**src/rtl/decimal_integer_formatter_assert.svh**
```systemverilog
// ----------------------------------------------------------------------------
// Decimal integer formatter assertion macros
// Shorthand for clocked assertions with synchronous active-low reset.
// ----------------------------------------------------------------------------
`ifndef DECIMAL_INTEGER_FORMATTER_ASSERT_SVH
`define DECIMAL_INTEGER_FORMATTER_ASSERT_SVH

// Condition holds at every edge out of reset.
`define DIF_ASSERT_ALWAYS(name, clk_s, rstn_s, cond, msg) \
  name: assert property (@(posedge clk_s) disable iff (!rstn_s) (cond)) else $error(msg);

// Consequent holds in the same cycle as the antecedent.
`define DIF_ASSERT_IMPLY(name, clk_s, rstn_s, ante, cons, msg) \
  name: assert property (@(posedge clk_s) disable iff (!rstn_s) (ante) |-> (cons)) \
    else $error(msg);

// Consequent holds in the cycle after the antecedent.
`define DIF_ASSERT_NEXT(name, clk_s, rstn_s, ante, cons, msg) \
  name: assert property (@(posedge clk_s) disable iff (!rstn_s) (ante) |=> (cons)) \
    else $error(msg);

`endif

```
**src/rtl/dif_pkg.sv**
```systemverilog
// ----------------------------------------------------------------------------
// Decimal integer formatter package
// Shared constants and the conversion descriptor passed front to back.
// ----------------------------------------------------------------------------
package dif_pkg;

  localparam int CNT_W       = 6;   // character counts and positions
  localparam int NUM_DIGITS  = 10;  // decimal digits of a 32-bit magnitude
  localparam int DIG_W       = 4;
  localparam int QUEUE_DEPTH = 2;

  // m / 10 == (m * RECIP_10) >> RECIP_SHIFT for any 32-bit m
  localparam logic [31:0] RECIP_10    = 32'hCCCC_CCCD;
  localparam int          RECIP_SHIFT = 35;

  localparam logic [7:0] CH_ZERO  = 8'h30;
  localparam logic [7:0] CH_MINUS = 8'h2D;
  localparam logic [7:0] CH_PLUS  = 8'h2B;
  localparam logic [7:0] CH_SPACE = 8'h20;
  localparam logic [7:0] CH_NONE  = 8'h00;

  // Output layout: [0,b1) spaces, [b1,b2) sign, [b2,b3) zeros,
  // [b3,b4) digits, [b4,total) spaces.
  typedef struct packed {
    logic [7:0]                        sign_ch;
    logic [CNT_W-1:0]                  b1;
    logic [CNT_W-1:0]                  b2;
    logic [CNT_W-1:0]                  b3;
    logic [CNT_W-1:0]                  b4;
    logic [CNT_W-1:0]                  total;
    logic [NUM_DIGITS-1:0][DIG_W-1:0]  digits;  // least significant first
  } desc_t;

endpackage

```
**src/rtl/dif_queue.sv**
```systemverilog
// ----------------------------------------------------------------------------
// Formatter descriptor queue
// Two-entry FIFO decoupling digit extraction from character output.
// ----------------------------------------------------------------------------
`include "decimal_integer_formatter_assert.svh"

module dif_queue (
  input  logic            clk,
  input  logic            rst_n,
  input  logic            push_valid,
  output logic            push_ready,
  input  dif_pkg::desc_t  push_data,
  output logic            pop_valid,
  input  logic            pop_ready,
  output dif_pkg::desc_t  pop_data
);

  localparam int PTR_W = $clog2(dif_pkg::QUEUE_DEPTH);
  localparam int CNT_W = $clog2(dif_pkg::QUEUE_DEPTH + 1);

  dif_pkg::desc_t     mem_r [dif_pkg::QUEUE_DEPTH];
  logic [PTR_W-1:0]   wr_ptr_r;
  logic [PTR_W-1:0]   rd_ptr_r;
  logic [CNT_W-1:0]   count_r;
  logic               do_push;
  logic               do_pop;

  assign push_ready = (count_r != CNT_W'(dif_pkg::QUEUE_DEPTH));
  assign pop_valid  = (count_r != '0);
  assign pop_data   = mem_r[rd_ptr_r];
  assign do_push    = push_valid && push_ready;
  assign do_pop     = pop_valid && pop_ready;

  always_ff @(posedge clk) begin
    if (!rst_n) begin
      wr_ptr_r <= '0;
      rd_ptr_r <= '0;
      count_r  <= '0;
    end else begin
      if (do_push) wr_ptr_r <= wr_ptr_r + 1'b1;
      if (do_pop)  rd_ptr_r <= rd_ptr_r + 1'b1;
      if (do_push && !do_pop) begin
        count_r <= count_r + 1'b1;
      end else if (do_pop && !do_push) begin
        count_r <= count_r - 1'b1;
      end
    end
  end

  always_ff @(posedge clk) begin
    if (do_push) mem_r[wr_ptr_r] <= push_data;
  end

  `DIF_ASSERT_ALWAYS(a_queue_bound, clk, rst_n, count_r <= CNT_W'(dif_pkg::QUEUE_DEPTH), "queue: occupancy above depth")
  `DIF_ASSERT_NEXT(a_queue_fill, clk, rst_n, do_push && !do_pop, count_r == $past(count_r) + 1'b1, "queue: push lost")
  `DIF_ASSERT_IMPLY(a_queue_ptrs, clk, rst_n, count_r == '0 || count_r == CNT_W'(dif_pkg::QUEUE_DEPTH), wr_ptr_r == rd_ptr_r, "queue: pointers disagree with occupancy")

endmodule

```
**config.mk**
```make
export PLATFORM = sky130hd
export DESIGN_NAME = dif_queue
export DESIGN_NICKNAME = d
export VERILOG_FILES = /design/src/rtl/dif_pkg.sv /design/src/rtl/dif_queue.sv
export VERILOG_INCLUDE_DIRS = /design/src /design/src/rtl
export SDC_FILE = /design/constraint.sdc
export NUM_CORES = 1
export LEC_CHECK = 0
export BUFFER_PORTS_ARGS = -buffer_cell sky130_fd_sc_hd__buf_2
export CORE_MARGIN = 2
export CORE_UTILIZATION = 25
export CTS_CLUSTER_SIZE = 24
export DETAILED_ROUTE_END_ITERATION = 8
export MAX_ROUTING_LAYER = met4
export REMOVE_ABC_BUFFERS = 1
export SYNTH_ARGS = -nofsm -noshare
export SYNTH_HDL_FRONTEND = slang
export SYNTH_SLANG_ARGS = --single-unit
export TNS_END_PERCENT = 50
```
**constraint.sdc**
```tcl
create_clock -name clk -period 2.95 [get_ports clk]
set_input_delay 0.1475 -clock clk [delete_from_list [all_inputs] [get_ports clk]]
set_output_delay 0.1475 -clock clk [all_outputs]
set_load 0.02 [all_outputs]
```
Word level (Yosys, flattened, before mapping):

Memories as Yosys holds them, arrays and structs flattened. A register that Yosys moved wholly into a read port is not among the register bits.
Index checks and enable logic that the tools add are counted.

* bits of input ports: 82
* word-level logic and storage cells: 23
* memories kept: 1
* output and inout bits: 80
* bits in registers: 4
* RAM bits: 156

Memories
* mem_r: words 2, bits a word 78, read ports 1, clocked after memory_dff 1, write ports 1, line dif_queue.sv:21 `dif_pkg::desc_t mem_r [dif_pkg::QUEUE_DEPTH];`

* reductions and logical operators: 8
* mux-type cells: 6
* add/sub/neg operators: 4
* equal/unequal tests: 1

Operators by type and width (number)
* logical AND 1 bit: 4
* 2-to-1 mux 1 bit: 4
* 2-to-1 mux 2 bit: 2
* nonzero test 2 bit: 2
* adder 1 bit (second input constant): 2
* adder 2 x 1 -> 2 bit (second input constant): 1
* zero test 1 bit: 2
* != test 2 bit (second input constant): 1
* subtractor 2 x 1 -> 2 bit (second input constant): 1

Logic depth before layout (Yosys ltp):

Gate-level depths: netlist (run 1).

* depth after elaboration: 6
* mapped depth: 6
* gate-level depth less buffers: 6

Worst setup path before layout (run 1):

Ideal clock, no wire load.

* kind: register to register
* start: register count_r[0]
* end: memory mem_r[1][0] (netlist name), enable pin
* cell stages (with the launch flop): 3
* data required time: 2.505 ns
* setup slack: 0.032 ns
* setup time: 0.445 ns
* period minus slack after synthesis: 2.918 ns
* path buffers: 0
* arrival time: 2.473 ns
* path through: dfxtp_1 nand2b_4 and3_1

* cells in the longest elaborated chain, start to end: 4

RTL lines
* from (decl): line dif_queue.sv:24 `logic [CNT_W-1:0] count_r;`
* from (signal assigned): line dif_queue.sv:43 `count_r <= count_r + 1'b1;`
* from (signal assigned): line dif_queue.sv:45 `count_r <= count_r - 1'b1;`
* != test 2 bit: line dif_queue.sv:28 `assign push_ready = (count_r != CNT_W'(dif_pkg::QUEUE_DEPTH));`
* named net push_ready: line dif_queue.sv:11 `output logic push_ready,`
* logical AND 1 bit: line dif_queue.sv:31 `assign do_push = push_valid && push_ready;`
* 2-to-1 mux 1 bit: line dif_queue.sv:51 `if (do_push) mem_r[wr_ptr_r] <= push_data;`
* 2-to-1 mux 1 bit (not written as such): line dif_queue.sv:51
* to (decl): line dif_queue.sv:21

The timed path passes the listed nets, and every way through them passes these cells.

==> results of run 1 <==
-- layout make-up --
type | instances | area share [%]
Inverter | 1 | 0.0584
Sequential cell | 161 | 55.9
Tap cell | 319 | 4.66
Multi-Input combinational cell | 96 | 12.8
Clock buffer | 19 | 5.05
Clock inverter | 13 | 2.15
Timing Repair Buffer | 244 | 19.4
-- sequential cells by signal, indices dropped and copies added (netlist names), named ones only --
signal and cells:
count_r 2, rd_ptr_r 1, wr_ptr_r 1, mem_r 156
-- metrics by stage --
step	total power, uW	hold WS (ns)	cell area, um2	util [%]
floorplan	4280	0.246	5880	-
global placement	4830	0.337	7160	30.6
detailed placement	4880	0.339	7160	30.6
CTS	7300	0.0556	8570	36.6
global route	7520	0.0781	8570	36.6
finish	7180	0.0763	8570	36.6
-- routing by layer --
| metal | GRT usage (%) | vias to the layer above |
|---|---|---|
| met1 | 10.3 | 1684 |
| met4 | 3.69 | 0 |
| li1 | - | 1559 |
| met3 | 3.35 | 12 |
| met2 | 17.7 | 93 |
| met5 | - | - |
-- kinds of logic after synthesis --
family,after synthesis,synth area share (%)
multiplexers,78,16.0
adder cells (fa/ha/maj),1,0.210
AND/OR/NAND/NOR,9,1.09
AO/OA/AOI/OAI,5,0.589
flip-flops,161,80.4
XOR/XNOR,3,0.442
buffers and inverters,10,1.24
-- repair_timing --
action,4_1_cts,5_1_grt
buffers inserted,0,0
hold buffers,79,0
endpoints found under the hold margin,159,0
setup endpoints to repair,0,0
-- how the worst max path moves through the flow --
stage / startpoint / end / slack, ns / cells after the start
4_1_cts: flip-flop / pop_data[6] / 0.71 / 3
3_3_place_gp: count_r[0]$_SDFFE_PN0P_ / mem_r[1][74]$_DFFE_PP_ / 1.13 / 3
2_1_floorplan: count_r[0]$_SDFFE_PN0P_ / mem_r[1][0]$_DFFE_PP_ / 0.03 / 2
6_report: flip-flop / pop_data[6] / 0.76 / 3
5_1_grt: flip-flop / pop_data[20] / 0.65 / 3
3_5_place_dp: count_r[0]$_SDFFE_PN0P_ / mem_r[1][74]$_DFFE_PP_ / 1.07 / 3
-- tightest hold or removal path, delay by kind of cell --
kind / cells / cell delay, ns
buffers and inverters: 1 / 0.11
AOI/OAI and AO/OA: 2 / 0.18
-- placed cells by master (no fill, tap or decap), drive strengths merged, types with 2 or more instances in the layout --
cell type | synthesis | layout
dfxtp | 5 | 5
clkinv | 0 | 6
bufinv | 0 | 4
edfxtp | 156 | 156
xnor2 | 2 | 2
and2 | 4 | 4
buf | 9 | 165
mux2 | 78 | 78
a21boi | 2 | 2
o21ai | 2 | 2
inv | 1 | 2
dlygate4sd3 | 0 | 79
clkbuf | 0 | 19
clkinvlp | 0 | 2
-- report_power, final --
part           total, uW  internal [uW]  leakage, uW  switching (uW)
logic               1870            840      0.00141            1030
registers           3000           2860      0.00150             142
clock network       2300           1420     0.000295             883
total               7180           5120      0.00320            2060
==> impl_metrics.toml, run 1 <==
[run_status]
status = "completed"

[drt]
routed_wl_um = 12300
wl_met3_um = 624
drc_errors = 0
routed.top_layer = "met4"
avgRoutedWirePerCell_um = 14.4
wl_met1_um = 5050
drtPass1Iterations = 4
first_iter_violations = 147
via_count = 3348
ant_nets = 0
route.met2.wl_um = 6430
viasPerCell = 3.92

[synthesis]
synthTopCellsByArea = "edfxtp_1, mux2_2, mux2_4"
syn-cell-area_mm2 = 0.00595
synth-main-ff-cell = "edfxtp_1"
ys_seq_area_share_pct = 80.4
syn_inst = 267
synthMostInstantiatedCell = "edfxtp_1"
async_flop_share_pct = 0
ys_warn_count = 0
syn_avg_cell_area_um2 = 22.3
synthDistinctLibCells = 21
yosysTopAreaCellShare_pct = 78.7
synth_common_cells = "edfxtp_1, mux2_2, mux2_4"
ys_seq_elements = 161
synth_top_area_cell = "edfxtp_1"
synth_edf_count = 156

[floorplanning]
ios = 162
die_w_um = 158
start_util_pct = 25.4
core_mm2 = 0.0234
die_area_mm2 = 0.0251
rows = 56
die_height_um = 158

[cts]
htree_levels = 4
clk_latency_ns = 0.41
cts_root_buffer = "clkbuf_16"
clkSinkCount = 161
cts_buffers = 17
cts_resized = 0
clockBufferDepth = 2
clk_pin_slew_ns = 0.07
cts_tree = "done"

[critical_path]
cp-start-kind = "flip-flop"
timing.rr.start = "count_r[0]$_SDFFE_PN0P_"
cpLargestDelayFamily = "flip-flops"
crit_chain = "buf_12 -> mux2_2 -> buf_2"
max_stage_delay_ns = 0.66
crit_fanout = 47
r2r_slack_ns = 1.09
critPathCaptureType = "output pin"
cp_slowest_cell = "dfxtp_4"
reg2regPathDepth = 3
crit_required_ns = 2.80
r2r_end = "mem_r[1][25]$_DFFE_PP_"
worst-endpoint-arrival_ns = 2.04
cp_num_buf_inv = 2
crit_type = "reg2out"

[sta]
worst_pin_slew_ns = 0.570
hold_viol = 0
fin_crit_ns = 2.19
setup_tns_ns = 0
drv_slew = 0
min_period_over_period_pct = 74.3
clock_skew_ns = 0.00951
setup_viol = 0
relSlewSlack_pct = 62.0
fin_ws_ns = 0.759
rsz0062_at_grt = "no"
timing.fmax_mhz = 456

[worst_hold_path]
min_to = "wr_ptr_r$_SDFFE_PN0P_"
hold-path-cell-count = 3
hp-class = "in2reg"
hold_start = "push_valid"

[global_route]
grt_usage_pct = 9.96
grt_pass1_vias = 3612
antenna_found_initial = 0
grt_pass1_wl_um = 18300
grt-ovfl-total = 0
grt_max_degree = 48

[place]
place_inst = 742
pre_cts_ws_ns = 1.07
portBuffers = 161
gp_congestion = 0.723
dp_hpwl_um = 7780

[power_and_ir_drop]
ir_drop_uv = 412
powerDensity_mw_per_mm2 = 837
p_leak_uw = 0.00320

[final_layout]
seq_area_mm2 = 0.00479
antenna_cells = 0
num-nets-final = 604
fin_cells = 853
area_growth_pct = 44.0
nFillCells = 2219
multi_input_area_mm2 = 0.00110
drive_above_1_share_pct = 52.1

[job]
drv_cap = 0
(Power assumes the default switching activity.)
==> inputs of run 2 (changes only) <==
--- a/config.mk
+++ b/config.mk
@@ -6,6 +6,7 @@
 export SDC_FILE = /design/constraint.sdc
 export NUM_CORES = 1
 export LEC_CHECK = 0
+export ABC_AREA = 1
 export BUFFER_PORTS_ARGS = -buffer_cell sky130_fd_sc_hd__buf_2
 export CORE_MARGIN = 2
 export CORE_UTILIZATION = 25
==> constraint.sdc (replaced) <==
create_clock -name clk -period 2.2 [get_ports clk]
set_input_delay 0.11 -clock clk [delete_from_list [all_inputs] [get_ports clk]]
set_output_delay 0.11 -clock clk [all_outputs]
set_load 0.02 [all_outputs]
==> run 2 against run 1 <==
Count of clock-buffer cells in the layout down 1; utilization is essentially flat; cell area barely moved; hold slack improved by 0.051 ns; sequential power rose by 33%; setup slack worse by 0.50 ns; clock power increased by 34%; largest power group unchanged.
==> impl_metrics.toml, run 2 <==
[place]
gp_congestion = 0.695
portBuffers = 161
pre_cts_ws_ns = 0.540
dp_hpwl_um = 7250
place_inst = 755

[synthesis]
synth-xor-area-share_pct = 0
synth_compound_area_share_pct = 0.379
synthMostInstantiatedCell = "edfxtp_1"
synth_top_area_cell = "edfxtp_1"
syn-cell-area_mm2 = 0.00595
ys_warn_count = 0
async_flop_share_pct = 0
syn_avg_cell_area_um2 = 21.2
synth_edf_count = 156
ys_seq_area_share_pct = 80.4
synth_simple_gate_area_share_pct = 1.26
synth_common_cells = "edfxtp_1, mux2_2, mux2_4"
synth-main-ff-cell = "edfxtp_1"
synthTopCellsByArea = "edfxtp_1, mux2_2, mux2_4"
synthAdderAreaFrac_pct = 0.210
synth.area.mux_share_pct = 16.0
synth_top_family_by_area = "multiplexers"
ys_seq_elements = 161
synthDistinctLibCells = 15
yosysTopAreaCellShare_pct = 78.8
syn_inst = 280

[sta]
hold_ws_ns = 0.127
timing.fmax_mhz = 516
drv_slew = 0
hold_viol = 0
worst_pin_slew_ns = 0.579
rsz0062_at_grt = "no"
min_period_over_period_pct = 88.1
relSlewSlack_pct = 61.4
setup_viol = 0
fin_ws_ns = 0.262
fin_crit_ns = 1.94
clock_skew_ns = 0.00790

[final_layout]
largest_register_ffs = 156
final_common_cell = "buf_2"
num-nets-final = 617
regMostFlops = "mem_r"
antenna_cells = 0
area_growth_pct = 44.2
final_cell_mix = "buf_2, edfxtp_1, dlygate4sd3_1, mux2_2, mux2_4"
fin_cells = 865
drive_above_1_share_pct = 50.2
top_regs = "mem_r x156, count_r x2"

[floorplanning]
die_w_um = 158
ios = 162
die_area_mm2 = 0.0250
rows = 56
core_mm2 = 0.0234
die_height_um = 158
start_util_pct = 25.4

[critical_path]
crit_chain = "buf_4 -> mux2_2 -> buf_2"
cp-start-kind = "flip-flop"
max_stage_delay_ns = 0.48
cp.depth = 3
cp_num_buf_inv = 2
reg2regPathDepth = 5
cp_slowest_cell = "buf_4"
crit_required_ns = 2.09
cpLargestDelayFamily = "buffers and inverters"
crit_type = "reg2out"
worst-endpoint-arrival_ns = 1.83
crit_fanout = 39
critPathCaptureType = "output pin"

[cts]
htree_levels = 4
clk_pin_slew_ns = 0.06
cts_tree = "done"
cts_buffers = 17
clk_latency_ns = 0.41
clkSinkCount = 161
cts_root_buffer = "clkbuf_16"
clockBufferDepth = 2

[power_and_ir_drop]
p_leak_uw = 0.00322
powerDensity_mw_per_mm2 = 1100
ir_drop_uv = 468

[global_route]
antenna_found_initial = 0
grt_max_degree = 79
grt_pass1_wl_um = 17600
grt_pass1_vias = 3561
grt-ovfl-total = 0
grt_usage_pct = 9.70

[run_status]
status = "completed"

[drt]
drc_errors = 0
drtPass1Iterations = 4
first_iter_violations = 113
viasPerCell = 3.88
routed_wl_um = 11900
via_count = 3360
avgRoutedWirePerCell_um = 13.8
ant_nets = 0

[worst_hold_path]
hold-path-cell-count = 4
hp-class = "in2reg"

[job]
drv_cap = 0
-- run 2: changes by cell type after synthesis, sizes merged, moves of 2 or more --
cell | previous run | this run
inv | 1 | 8
a21boi | 2 | 0
nor2 | 0 | 8
xnor2 | 2 | 0
and2 | 4 | 0
nand2 | 0 | 9
-- run 2: final cells by class --
class / instances / area (um2)
clock inverters: 13 / 185
well taps: 319 / 399
repair buffers: 244 / 1660
clock buffers: 18 / 429
inverters: 8 / 30.0
flip-flops and latches: 161 / 4790
multi-input cells: 102 / 1080
fillers: 2244 / 14800
-- run 2: final timing paths --
kind | start | end | slack [ns]
max | flip-flop | pop_data[66] | 0.26
min | pop_ready | rd_ptr_r$_SDFFE_PN0P_ | 0.13
max reg2reg | count_r[0]$_SDFFE_PN0P_ | mem_r[0][45]$_DFFE_PP_ | 0.48
min reg2reg | rd_ptr_r$_SDFFE_PN0P_ | rd_ptr_r$_SDFFE_PN0P_ | 0.52
-- run 2: logic make-up (layout without fill, tap and decap cells) --
| kind of cell | after synthesis | in the layout |
|---|---|---|
| buffers and inverters | 17 | 283 |
| flip-flops | 161 | 161 |
| multiplexers | 78 | 78 |
| AO/OA/AOI/OAI | 4 | 4 |
| adder cells (fa/ha/maj) | 1 | 1 |
| AND/OR/NAND/NOR | 19 | 19 |
-- run 2: what timing repair did --
item	in CTS	in global routing
setup buffers	0	0
resized for setup	0	0
hold endpoints to repair	161	0
hold buffers	79	0
-- run 2: per-stage QoR --
stage          utilization [%]  instance area, um2  power (uW)  setup TNS (ns)
2_1_floorplan                -                5880        5650         -409.57
3_3_place_gp              30.6                7170        6320               0
3_5_place_dp              30.6                7170        6390               0
4_1_cts                   36.6                8570        9640               0
5_1_grt                   36.6                8570        9910               0
6_report                  36.6                8570        9470               0
-- run 2: per-layer routing --
| layer | routed length (um) | GRT usage, % | part of all wire [%] |
|---|---|---|---|
| met1 | 5010 | 11.0 | 42 |
| met2 | 6130 | 16.1 | 51 |
| met3 | 605 | 2.80 | 5.1 |
| met4 | 187 | 4.20 | 1.6 |
| met5 | 0 | - | 0 |
-- run 2: worst reg2reg max path, delay by kind of cell (launching register included) --
kind	cells	cell delay [ns]
flops	1	0.36
simple gates	3	0.41
buf+inv	2	0.42
-- run 2: report_power, final --
part | switching, uW | total (uW) | internal [uW]
sequential | 103 | 3980 | 3880
clock | 1180 | 3080 | 1900
combinational | 1410 | 2410 | 1000
