===== config.mk =====
export PLATFORM = sky130hd
export DESIGN_NAME = dif_back_flat
export DESIGN_NICKNAME = d
export VERILOG_FILES = /design/src/rtl/dif_pkg.sv /design/src/rtl/dif_out_if.sv /design/src/rtl/dif_back.sv /design/src/flat_wrapper.sv
export VERILOG_INCLUDE_DIRS = /design/src /design/src/rtl
export SDC_FILE = /design/constraint.sdc
export NUM_CORES = 1
export LEC_CHECK = 0
export ABC_AREA = 1
export BUFFER_PORTS_ARGS = -buffer_cell sky130_fd_sc_hd__buf_2
export CORE_MARGIN = 10
export CORE_UTILIZATION = 50
export CTS_CLUSTER_SIZE = 8
export DETAILED_ROUTE_END_ITERATION = 16
export PLACE_DENSITY_LB_ADDON = 0.05
export SYNTH_ARGS = -nofsm -noshare
export SYNTH_HDL_FRONTEND = slang
export SYNTH_SLANG_ARGS = --single-unit

===== constraint.sdc =====
create_clock -name clk -period 4.4 [get_ports clk]
set_input_delay 0.44 -clock clk [delete_from_list [all_inputs] [get_ports clk]]
set_output_delay 0.44 -clock clk [all_outputs]
set_load 0.03 [all_outputs]

===== src/rtl/decimal_integer_formatter_assert.svh =====
// ----------------------------------------------------------------------------
// Decimal integer formatter assertion macros
// Shorthand for clocked assertions with synchronous active-low reset.
// ----------------------------------------------------------------------------
`ifndef DECIMAL_INTEGER_FORMATTER_ASSERT_SVH
`define DECIMAL_INTEGER_FORMATTER_ASSERT_SVH

// Condition holds at every edge out of reset.
`define DIF_ASSERT_ALWAYS(name, clk_s, rstn_s, cond, msg) \
  name: assert property (@(posedge clk_s) disable iff (!rstn_s) (cond)) else $error(msg);

// Consequent holds in the same cycle as the antecedent.
`define DIF_ASSERT_IMPLY(name, clk_s, rstn_s, ante, cons, msg) \
  name: assert property (@(posedge clk_s) disable iff (!rstn_s) (ante) |-> (cons)) \
    else $error(msg);

// Consequent holds in the cycle after the antecedent.
`define DIF_ASSERT_NEXT(name, clk_s, rstn_s, ante, cons, msg) \
  name: assert property (@(posedge clk_s) disable iff (!rstn_s) (ante) |=> (cons)) \
    else $error(msg);

`endif


===== src/rtl/dif_pkg.sv =====
// ----------------------------------------------------------------------------
// Decimal integer formatter package
// Shared constants and the conversion descriptor passed front to back.
// ----------------------------------------------------------------------------
package dif_pkg;

  localparam int CNT_W       = 6;   // character counts and positions
  localparam int NUM_DIGITS  = 10;  // decimal digits of a 32-bit magnitude
  localparam int DIG_W       = 4;
  localparam int QUEUE_DEPTH = 2;

  // m / 10 == (m * RECIP_10) >> RECIP_SHIFT for any 32-bit m
  localparam logic [31:0] RECIP_10    = 32'hCCCC_CCCD;
  localparam int          RECIP_SHIFT = 35;

  localparam logic [7:0] CH_ZERO  = 8'h30;
  localparam logic [7:0] CH_MINUS = 8'h2D;
  localparam logic [7:0] CH_PLUS  = 8'h2B;
  localparam logic [7:0] CH_SPACE = 8'h20;
  localparam logic [7:0] CH_NONE  = 8'h00;

  // Output layout: [0,b1) spaces, [b1,b2) sign, [b2,b3) zeros,
  // [b3,b4) digits, [b4,total) spaces.
  typedef struct packed {
    logic [7:0]                        sign_ch;
    logic [CNT_W-1:0]                  b1;
    logic [CNT_W-1:0]                  b2;
    logic [CNT_W-1:0]                  b3;
    logic [CNT_W-1:0]                  b4;
    logic [CNT_W-1:0]                  total;
    logic [NUM_DIGITS-1:0][DIG_W-1:0]  digits;  // least significant first
  } desc_t;

endpackage


===== src/rtl/dif_out_if.sv =====
// ----------------------------------------------------------------------------
// Formatter output channel
// One character per transaction, last flag and count, valid/ready handshake.
// ----------------------------------------------------------------------------
interface dif_out_if;
  logic       valid;
  logic       ready;
  logic [7:0] out_char;
  logic       char_valid;
  logic       last;
  logic [5:0] total_count;

  modport source (
    output valid, out_char, char_valid, last, total_count,
    input  ready
  );
  modport sink (
    input  valid, out_char, char_valid, last, total_count,
    output ready
  );
endinterface


===== src/rtl/dif_back.sv =====
// ----------------------------------------------------------------------------
// Formatter back end
// Walks head descriptor to output register, one char per unstalled cycle.
// ----------------------------------------------------------------------------
`include "decimal_integer_formatter_assert.svh"

module dif_back (
  input  logic            clk,
  input  logic            rst_n,
  input  logic            pop_valid,
  output logic            pop_ready,
  input  dif_pkg::desc_t  pop_data,
  dif_out_if.source       out_ch
);

  logic [dif_pkg::CNT_W-1:0] k_r;
  logic                      out_valid_r;
  logic [7:0]                out_char_r;
  logic                      char_valid_r;
  logic                      last_r;
  logic [dif_pkg::CNT_W-1:0] total_r;

  logic                      fire;
  logic                      empty_item;
  logic                      is_last;
  logic [dif_pkg::CNT_W-1:0] dig_off;
  logic [dif_pkg::DIG_W-1:0] dig_idx;
  logic [7:0]                ch;

  assign fire       = pop_valid && (!out_valid_r || out_ch.ready);
  assign empty_item = (pop_data.total == '0);
  assign is_last    = empty_item || (k_r == pop_data.total - 1'b1);
  assign pop_ready  = fire && is_last;

  // digits are stored least significant first
  assign dig_off = pop_data.b4 - 1'b1 - k_r;
  assign dig_idx = dig_off[dif_pkg::DIG_W-1:0];

  always_comb begin
    if (k_r < pop_data.b1) begin
      ch = dif_pkg::CH_SPACE;
    end else if (k_r < pop_data.b2) begin
      ch = pop_data.sign_ch;
    end else if (k_r < pop_data.b3) begin
      ch = dif_pkg::CH_ZERO;
    end else if (k_r < pop_data.b4) begin
      ch = dif_pkg::CH_ZERO + 8'(pop_data.digits[dig_idx]);
    end else begin
      ch = dif_pkg::CH_SPACE;
    end
  end

  always_ff @(posedge clk) begin
    if (!rst_n) begin
      k_r         <= '0;
      out_valid_r <= 1'b0;
    end else begin
      if (fire) begin
        out_valid_r <= 1'b1;
        k_r         <= is_last ? '0 : k_r + 1'b1;
      end else if (out_ch.ready) begin
        out_valid_r <= 1'b0;
      end
    end
  end

  always_ff @(posedge clk) begin
    if (fire) begin
      out_char_r   <= empty_item ? dif_pkg::CH_NONE : ch;
      char_valid_r <= !empty_item;
      last_r       <= is_last;
      total_r      <= is_last ? pop_data.total : '0;
    end
  end

  assign out_ch.valid       = out_valid_r;
  assign out_ch.out_char    = out_char_r;
  assign out_ch.char_valid  = char_valid_r;
  assign out_ch.last        = last_r;
  assign out_ch.total_count = total_r;

  `DIF_ASSERT_IMPLY(a_back_empty_last, clk, rst_n, out_valid_r && !char_valid_r, last_r && (total_r == '0), "back: empty result not a lone last")
  `DIF_ASSERT_IMPLY(a_back_count, clk, rst_n, out_valid_r && char_valid_r && last_r, total_r != '0, "back: last character without count")

endmodule


===== src/flat_wrapper.sv =====
// flat-port wrapper written by rule: the top's interface ports become plain ports
module dif_back_flat 
  (clk, rst_n, pop_valid, pop_ready, pop_data, out_ch_valid, out_ch_out_char, out_ch_char_valid, out_ch_last, out_ch_total_count, out_ch_ready);
  dif_out_if out_ch_i ();
  input  logic clk;
  input  logic rst_n;
  input  logic pop_valid;
  output logic pop_ready;
  input  dif_pkg::desc_t pop_data;
  output wire logic [$bits(out_ch_i.valid)-1:0] out_ch_valid;
  output wire logic [$bits(out_ch_i.out_char)-1:0] out_ch_out_char;
  output wire logic [$bits(out_ch_i.char_valid)-1:0] out_ch_char_valid;
  output wire logic [$bits(out_ch_i.last)-1:0] out_ch_last;
  output wire logic [$bits(out_ch_i.total_count)-1:0] out_ch_total_count;
  input wire logic [$bits(out_ch_i.ready)-1:0] out_ch_ready;
  assign out_ch_valid = out_ch_i.valid;
  assign out_ch_out_char = out_ch_i.out_char;
  assign out_ch_char_valid = out_ch_i.char_valid;
  assign out_ch_last = out_ch_i.last;
  assign out_ch_total_count = out_ch_i.total_count;
  assign out_ch_i.ready = out_ch_ready;
  dif_back u_core (.clk(clk), .rst_n(rst_n), .pop_valid(pop_valid), .pop_ready(pop_ready), .pop_data(pop_data), .out_ch(out_ch_i));
endmodule

# [Word-level counts from Yosys, hierarchy flattened]
# Cells that the tools add are included.
[op_classes] add_sub_neg=5 n_lt_le_gt_ge=5 n_eq_ne=1 n_mux=9 n_reduce_logical=9
[op_table] op="$lt 6x6->1" n=4
[op_table] op="$mux 8" n=3
[op_table] op="$bmux 4 s4" n=1
[op_table] op="$mux 6" n=2
[op_table] op="$add 6x4->7 const A" n=1
[op_table] op="$add 6x1->6 const B" n=1
[op_table] op="$eq 6x6->1" n=1
[op_table] op="$logic_not 6->1" n=1
[op_table] op="$sub 6x1->6 const B" n=1
[op_table] op="$lt 4x5->1 const B" n=1
[op_table] op="$mux 4" n=1
[op_table] op="$sub 4x1->4 const B" n=1
[op_table] op="$sub 4x4->4" n=1
[op_table] op="$logic_and 1x1->1" n=2
[op_table] op="$logic_not 1->1" n=2
[op_table] op="$logic_or 1x1->1" n=2
[op_table] op="$mux 1" n=2
[op_table] op="$reduce_bool 2->1" n=1
[op_table] op="$reduce_or 2->1" n=1
[totals] ff_bits=23 in_bits=82 out_inout_bits=18 elab_cells=36

# [Longest topological paths before layout]
# Gate-level depths: netlist of run 1.
[logic_depth] word_depth=9 mapped_depth=13 mapped_depth_nobuf=13

# [Least setup slack after synthesis of run 1]
# OpenSTA, ideal clock, no wires.
[synth_timing] path_type="register to register" startpoint="register u_core.k_r[0] (netlist bit)" endpoint="register u_core.out_char_r[0], in the netlist u_core.out_ch.out_char[0], data pin" setup_time_ns=0.259 arrival_ns=1.766 t_required_ns=4.141 path_slack_ns=2.374 stages_incl_launch_ff=12 n_path_buf=1 synth_period_minus_slack_ns=2.026 cell_sequence="dfxtp_1 > inv_2 > ha_1 > inv_1 > fa_1 > clkbuf_2 > inv_2 > nand3_1 > nand3_1 > nand3_1 > nand3b_1 > a21oi_1"
[synth_via] elab_chain_cells=7 word_cells_on_any_way=12 cone_classes="add/sub (2); order compare (4); mux (5); reduce/logical (1)"
[synth_rtl] element="start: declaration" line_no="dif_back.sv:16" text="logic [dif_pkg::CNT_W-1:0] k_r;"
[synth_rtl] element="start signal: assignment" line_no="dif_back.sv:60" text="k_r <= is_last ? '0 : k_r + 1'b1;"
[synth_rtl] element="$sub 4x4->4" line_no="dif_back.sv:36" text="assign dig_off = pop_data.b4 - 1'b1 - k_r;"
[synth_rtl] element="$bmux 4 s4" line_no="dif_back.sv:47" text="ch = dif_pkg::CH_ZERO + 8'(pop_data.digits[dig_idx]);"
[synth_rtl] element="$mux 4 (implied by the code)" line_no="dif_back.sv:47"
[synth_rtl] element="$add 6x4->7" line_no="dif_back.sv:47"
[synth_rtl] element="$mux 8" line_no="dif_back.sv:46" text="end else if (k_r < pop_data.b4) begin"
[synth_rtl] element="$mux 8" line_no="dif_back.sv:44" text="end else if (k_r < pop_data.b3) begin"
[synth_rtl] element="$mux 8" line_no="dif_back.sv:42" text="end else if (k_r < pop_data.b2) begin"
[synth_rtl] element="end signal: assignment" line_no="dif_back.sv:69" text="out_char_r <= empty_item ? dif_pkg::CH_NONE : ch;"
[synth_rtl] element="end: declaration" line_no="dif_back.sv:18" text="logic [7:0] out_char_r;"
# Parallel ways exist; a longest one is shown, timed or not. The select of a mux whose other input is x is not followed.
# A chain may end at the register's enable or synchronous reset.

# [Worst setup path in the final report of run 1]
[layout_timing] startpoint="register u_core.k_r[0] (netlist bit)" endpoint="register u_core.out_char_r[1], in the netlist u_core.out_ch.out_char[1], data pin"
# The elaborated chain is that of the path after synthesis.

==> results of run 1 <==
[cells by family (layout without fill, tap and decap cells)]
logic type | after synthesis | count (layout) | synth area share
AO/OA/AOI/OAI | 37 | 37 | 0.0988
XOR/XNOR | 9 | 9 | 0.0385
adder cells (fa/ha/maj) | 27 | 27 | 0.154
buffers and inverters | 55 | 152 | 0.0965
flip-flops | 23 | 23 | 0.277
AND/OR/NAND/NOR | 160 | 160 | 0.335
[per-stage QoR]
step           worst slack, ns  std cells  power, mW
2_1_floorplan             2.37        311      0.424
3_3_place_gp              1.93        456      0.496
3_5_place_dp              1.88        456      0.500
4_1_cts                   1.87        460      0.631
5_1_grt                   1.61        460      0.674
6_report                  1.89        460      0.628
[worst max path at each step]
stage | start | end | slack [ns] | cells after the start
detailed placement | pop_data[46] | u_core.out_ch.out_char[1]$_SDFFCE_PP0P_ | 1.88 | 9
global placement | pop_data[46] | u_core.out_ch.out_char[2]$_SDFFCE_PP0P_ | 1.93 | 9
global route | u_core.k_r[0]$_SDFFE_PN0P_ | u_core.out_ch.out_char[2]$_SDFFCE_PP0P_ | 1.61 | 9
CTS | u_core.k_r[0]$_SDFFE_PN0P_ | u_core.out_ch.out_char[1]$_SDFFCE_PP0P_ | 1.87 | 9
finish | u_core.k_r[0]$_SDFFE_PN0P_ | u_core.out_ch.out_char[1]$_SDFFCE_PP0P_ | 1.89 | 9
floorplan | u_core.k_r[0]$_SDFFE_PN0P_ | u_core.out_ch.out_char[0]$_SDFFCE_PP0P_ | 2.37 | 11
[synth_stat cells, drive strengths merged]
library cell,instances
a21boi,4
a21oi,18
buf,5
clkbuf,1
dfxtp,7
edfxtp,16
fa,1
ha,26
inv,49
nand2,86
nand3,40
nand3b,5
nor2,24
nor3,2
nor3b,2
nor4,1
o211ai,5
o21a,2
o21ai,8
xnor2,2
xor2,7
[flip-flops by register name (all words and copies together), names as in the netlist]
register	flops
u_core.out_ch.out_char	8
u_core.k_r	6
u_core.out_ch.total_count	6
u_core.out_ch.char_valid	1
u_core.out_ch.last	1
u_core.out_ch.valid	1
[layout by cell type (no fill, tap or decap), drive strengths merged]
cell and count:
o21a 2, clkinv 1, ha 26, xor2 7, nor4 1, fa 1
nand3b 5, edfxtp 16, buf 99, inv 49, nand2 86, a21oi 18
o211ai 5, o21ai 8, dfxtp 7, clkbuf 3, nor2 24, xnor2 2
nor3b 2, nor3 2, nand3 40, a21boi 4
[power by group through the flow]
stage          clock, mW  combinational (mW)  sequential, mW
2_1_floorplan          0               0.156           0.268
3_3_place_gp           0               0.243           0.253
3_5_place_dp           0               0.247           0.254
4_1_cts            0.135               0.248           0.249
5_1_grt            0.144               0.280           0.250
6_report           0.134               0.246           0.248
[metal layers]
metal  vias to the layer above  part of all wire  global-route usage
li1                       1213                 -                   -
met1                       999              0.43               0.187
met2                        73              0.46               0.278
met3                         8              0.10              0.0590
met4                         0            0.0076              0.0206
met5                         -                 0                   0
[worst register-to-register path: cells and delay by family, from the launching register on]
family,cells,cell delay [ns]
and+or+nand+nor,5,0.52
DFF,1,0.40
adders and majority gates,1,0.70
buffers and inverters,2,0.58
AOI/OAI and AO/OA,1,0.06
[area by class of cell]
cell class | instances | area [um^2]
clock buffers | 3 | 41.3
clock inverters | 1 | 5.00
inverters | 49 | 184
well taps | 52 | 65.1
flip-flops and latches | 23 | 621
repair buffers | 99 | 495
multi-input cells | 233 | 1410
fillers | 417 | 1540
==> results.cfg, run 1 <==
[status]
status = finished clean

[cells_and_area]
syn2layout_area_growth_pct = 25.6
drive_above_1_share = 0.309
final_util = 0.647
fin_area_um2 = 2820
num_antenna_cells = 0
fin_nets = 518

[placement]
postPlaceCellArea_um2 = 2770
hpwl_um = 5270
port-buffer-count = 99
gp_congestion = 0.825

[min_path]
min_delay_path_depth = 2
min_from = rst_n
min_path_type = in -> reg
hold_end = u_core.out_ch.valid$_SDFFE_PN0P_

[synth]
synth_warnings = 0
ys_seq_area_frac = 0.277
yosysUniqueCellTypes = 33
syn_area_um2 = 2240
avgSynthCellArea_um2 = 7.21
syn_nets = 420
syn-instance-count = 311
synth_area_leader_cell = edfxtp_1
synthTopCellsByArea = edfxtp_1, ha_1, nand2_1
synth_top_area_share = 0.214
synth_seq_cells = 23

[drt]
drt_iter0_markers = 125
vias = 2293
dr.pass1.iters = 4
final_antenna_net_count = 0
routedWlPerCell_um = 13.7
wl_um = 6290
drc = 0
avgViaCountPerCell = 4.98

[cts]
insertion_delay_ns = 0.27
clock-root-buffer = clkbuf_8
hold_buffers = 0
path_clk_slew_ns = 0.08
cts_buffers = 3
cts_buffer_depth = 2
cts.sinks = 23
cts_tree = built
htreeDepth = 1
cts_resized = 0
post_cts_buffers = 0

[global_routing]
grt_max_degree = 22
globalRouteOverflowTotal = 0
antenna_found_initial = 0
grtUsageTotal = 0.160
first_global_vias = 2306
grt_pass1_wl_um = 10200

[floorplanning]
ios = 100
core-area_um2 = 4350
dieHeight_um = 87.0
die_x_um = 87.0
initial_utilization = 0.515
fp-row-count = 24
die-area_um2 = 7560

[timing]
hold_viol = 0
hold_slack_ns = 0.455
drv_slew = 0
fin_skew_ns = 0.00361
period_minus_slack_ns = 2.51
fmax_mhz = 398
tightestPinTransition_ns = 0.763
fin_setup_tns_ns = 0
slew_headroom = 0.491
fin_crit_sh = 0.571
setup_viol = 0
rsz0062_at_grt = false

[power_and_ir_drop]
power_density_nw_per_um2 = 223
clkPwrFrac = 0.213
power.internal_mw = 0.401
p_sw_mw = 0.227
ir_drop_v = 0.000185
p_sw_frac = 0.362
p_comb_frac = 0.392
leakage_nw = 1.56
pwr-share-seq = 0.395

[worst_setup_path]
endpoint_kind = register
critPathMaxFanout = 21
crit_top_cell = nand3_1
cp_slowest_stage_delay_ns = 0.70
startpoint_type = register
path_delay_family = adder cells
crit_required_ns = 4.42
r2r_setup_slack_ns = 1.89
path_cells = inv_2 > ha_1 > inv_1 > nand2_1 > nand3_1 > nand3_1 > nand3_1 > nand3b_1 > a21oi_1
r2r_start = u_core.k_r[0]$_SDFFE_PN0P_
crit_arrival_ns = 2.53
cp.buffers_inverters = 2
r2r_cells = 9
critical_path_class = reg -> reg
reg2reg_to = u_core.out_ch.out_char[1]$_SDFFCE_PP0P_
cp_slowest_cell = ha_1

[job]
max_cap_violations = 0
(Power assumes the default switching activity.)
==> run 2, diff against run 1 <==
Settings changed: CORE_UTILIZATION 50 to 48.
Clock period 4.4 ns to 2.4 ns, I/O delays scaled along.
==> run 2 against run 1 <==
Routed wire length is 0.11% lower; critical endpoint is now u_core.out_ch.out_char[3]$_SDFFCE_PP0P_; final area is 1.6% higher; highest routed layer is now met3; clock skew is 0.00070 ns lower.
==> results.cfg, run 2 (synthesized netlist as in run 1, its figures left out) <==
[status]
status = finished clean

[drt]
final_antenna_net_count = 0
vias = 2327
routedWlPerCell_um = 13.5
drc = 0
wl_um = 6290
dr.pass1.iters = 5
drt_iter0_markers = 103
avgViaCountPerCell = 4.99

[timing]
hold_viol = 0
rsz0062_at_grt = false
fin_skew_ns = 0.00290
period_minus_slack_ns = 2.13
hold_slack_ns = 0.258
setup_slack_ns = 0.270
fmax_mhz = 470
fin_setup_tns_ns = 0
fin_crit_sh = 0.887
setup_viol = 0
slew_headroom = 0.648
tightestPinTransition_ns = 0.527
drv_slew = 0

[cts]
post_cts_buffers = 0
clock-root-buffer = clkbuf_8
hold_buffers = 0
htreeDepth = 1
cts_buffer_depth = 2
cts.sinks = 23
insertion_delay_ns = 0.26
cts_buffers = 3
cts_tree = built
cts_resized = 0
path_clk_slew_ns = 0.08

[power_and_ir_drop]
leakage_nw = 1.59
power_density_nw_per_um2 = 404
pwr-share-seq = 0.392
clkPwrFrac = 0.210
p_comb_frac = 0.398
p_sw_mw = 0.412
ir_drop_v = 0.000300
power.internal_mw = 0.743
power_mw = 1.15
p_sw_frac = 0.357

[min_path]
min_from = rst_n
min_path_type = in -> reg
hold_end = u_core.out_ch.valid$_SDFFE_PN0P_
min_delay_path_depth = 2

[placement]
place_inst = 462
postPlaceCellArea_um2 = 2820
pre_cts_slack_ns = 0.280
hpwl_um = 5460
port-buffer-count = 99
gp_congestion = 0.845

[floorplanning]
die_x_um = 88.3
dieHeight_um = 88.3
die-area_um2 = 7800
fp-row-count = 24
core-area_um2 = 4440
ios = 100
initial_utilization = 0.505

[worst_setup_path]
crit_start = u_core.k_r[0]$_SDFFE_PN0P_
crit_required_ns = 2.52
startpoint_type = register
endpoint_kind = register
r2r_start = u_core.k_r[0]$_SDFFE_PN0P_
critPathMaxFanout = 9
reg2reg_to = u_core.out_ch.out_char[3]$_SDFFCE_PP0P_
critical_path_class = reg -> reg
crit_arrival_ns = 2.25
r2r_setup_slack_ns = 0.27
r2r_cells = 9

[cells_and_area]
largest_reg_flops = 8
layout_common_cells = buf_2, nand2_1, inv_1
fin_area_um2 = 2860
fin_nets = 524
drive_above_1_share = 0.319
final_common_cell = buf_2
final_util = 0.644
num_antenna_cells = 0
final_cells = 466
syn2layout_area_growth_pct = 27.6

[global_routing]
first_global_vias = 2348
globalRouteOverflowTotal = 0
grt_pass1_wl_um = 10400
grtUsageTotal = 0.159
antenna_found_initial = 0
grt_max_degree = 21

[job]
max_cap_violations = 0
## run 2: cell count changes in the layout (fill, tap and decap cells not counted)
cell   previous run  this run
buf_4             0         6
## run 2: layer usage
layer | track usage | part of all wire
met5 | 0 | 0
met4 | 0.00734 | 0
met3 | 0.0460 | 0.10
met2 | 0.285 | 0.47
met1 | 0.192 | 0.43
## run 2: power groups by stage
| stage | Clock, mW | Sequential (mW) | Combinational [mW] |
|---|---|---|---|
| 2_1_floorplan | 0 | 0.492 | 0.286 |
| 3_3_place_gp | 0 | 0.461 | 0.456 |
| 3_5_place_dp | 0 | 0.462 | 0.461 |
| 4_1_cts | 0.248 | 0.453 | 0.463 |
| 5_1_grt | 0.263 | 0.455 | 0.523 |
| 6_report | 0.243 | 0.453 | 0.459 |
## run 2: critical path, stage by stage, from the launching register on
cell and delay, ns:
dfxtp_1 0.34, inv_2 0.06, ha_1 0.15, inv_1 0.06, fa_1 0.66, inv_2 0.16
nor2_4 0.16, a21oi_1 0.08, nand3b_1 0.16, a21oi_1 0.13
## run 2: worst max-delay path by stage
stage,to,slack [ns],cells after the start
finish,u_core.out_ch.out_char[3]$_SDFFCE_PP0P_,0.27,9
global route,u_core.out_ch.out_char[2]$_SDFFCE_PP0P_,0.07,9
detailed placement,u_core.out_ch.out_char[3]$_SDFFCE_PP0P_,0.28,10
floorplan,u_core.out_ch.out_char[0]$_SDFFCE_PP0P_,0.37,11
global placement,u_core.out_ch.out_char[2]$_SDFFCE_PP0P_,0.33,10
CTS,u_core.out_ch.out_char[1]$_SDFFCE_PP0P_,0.27,9
## run 2: area by class of cell
cell class | count | area, um^2
Fill cell | 446 | 1580
Multi-Input combinational cell | 233 | 1410
Sequential cell | 23 | 621
Timing Repair Buffer | 105 | 541
Inverter | 49 | 184
Tap cell | 52 | 65.1
Clock buffer | 3 | 41.3
Clock inverter | 1 | 5.00
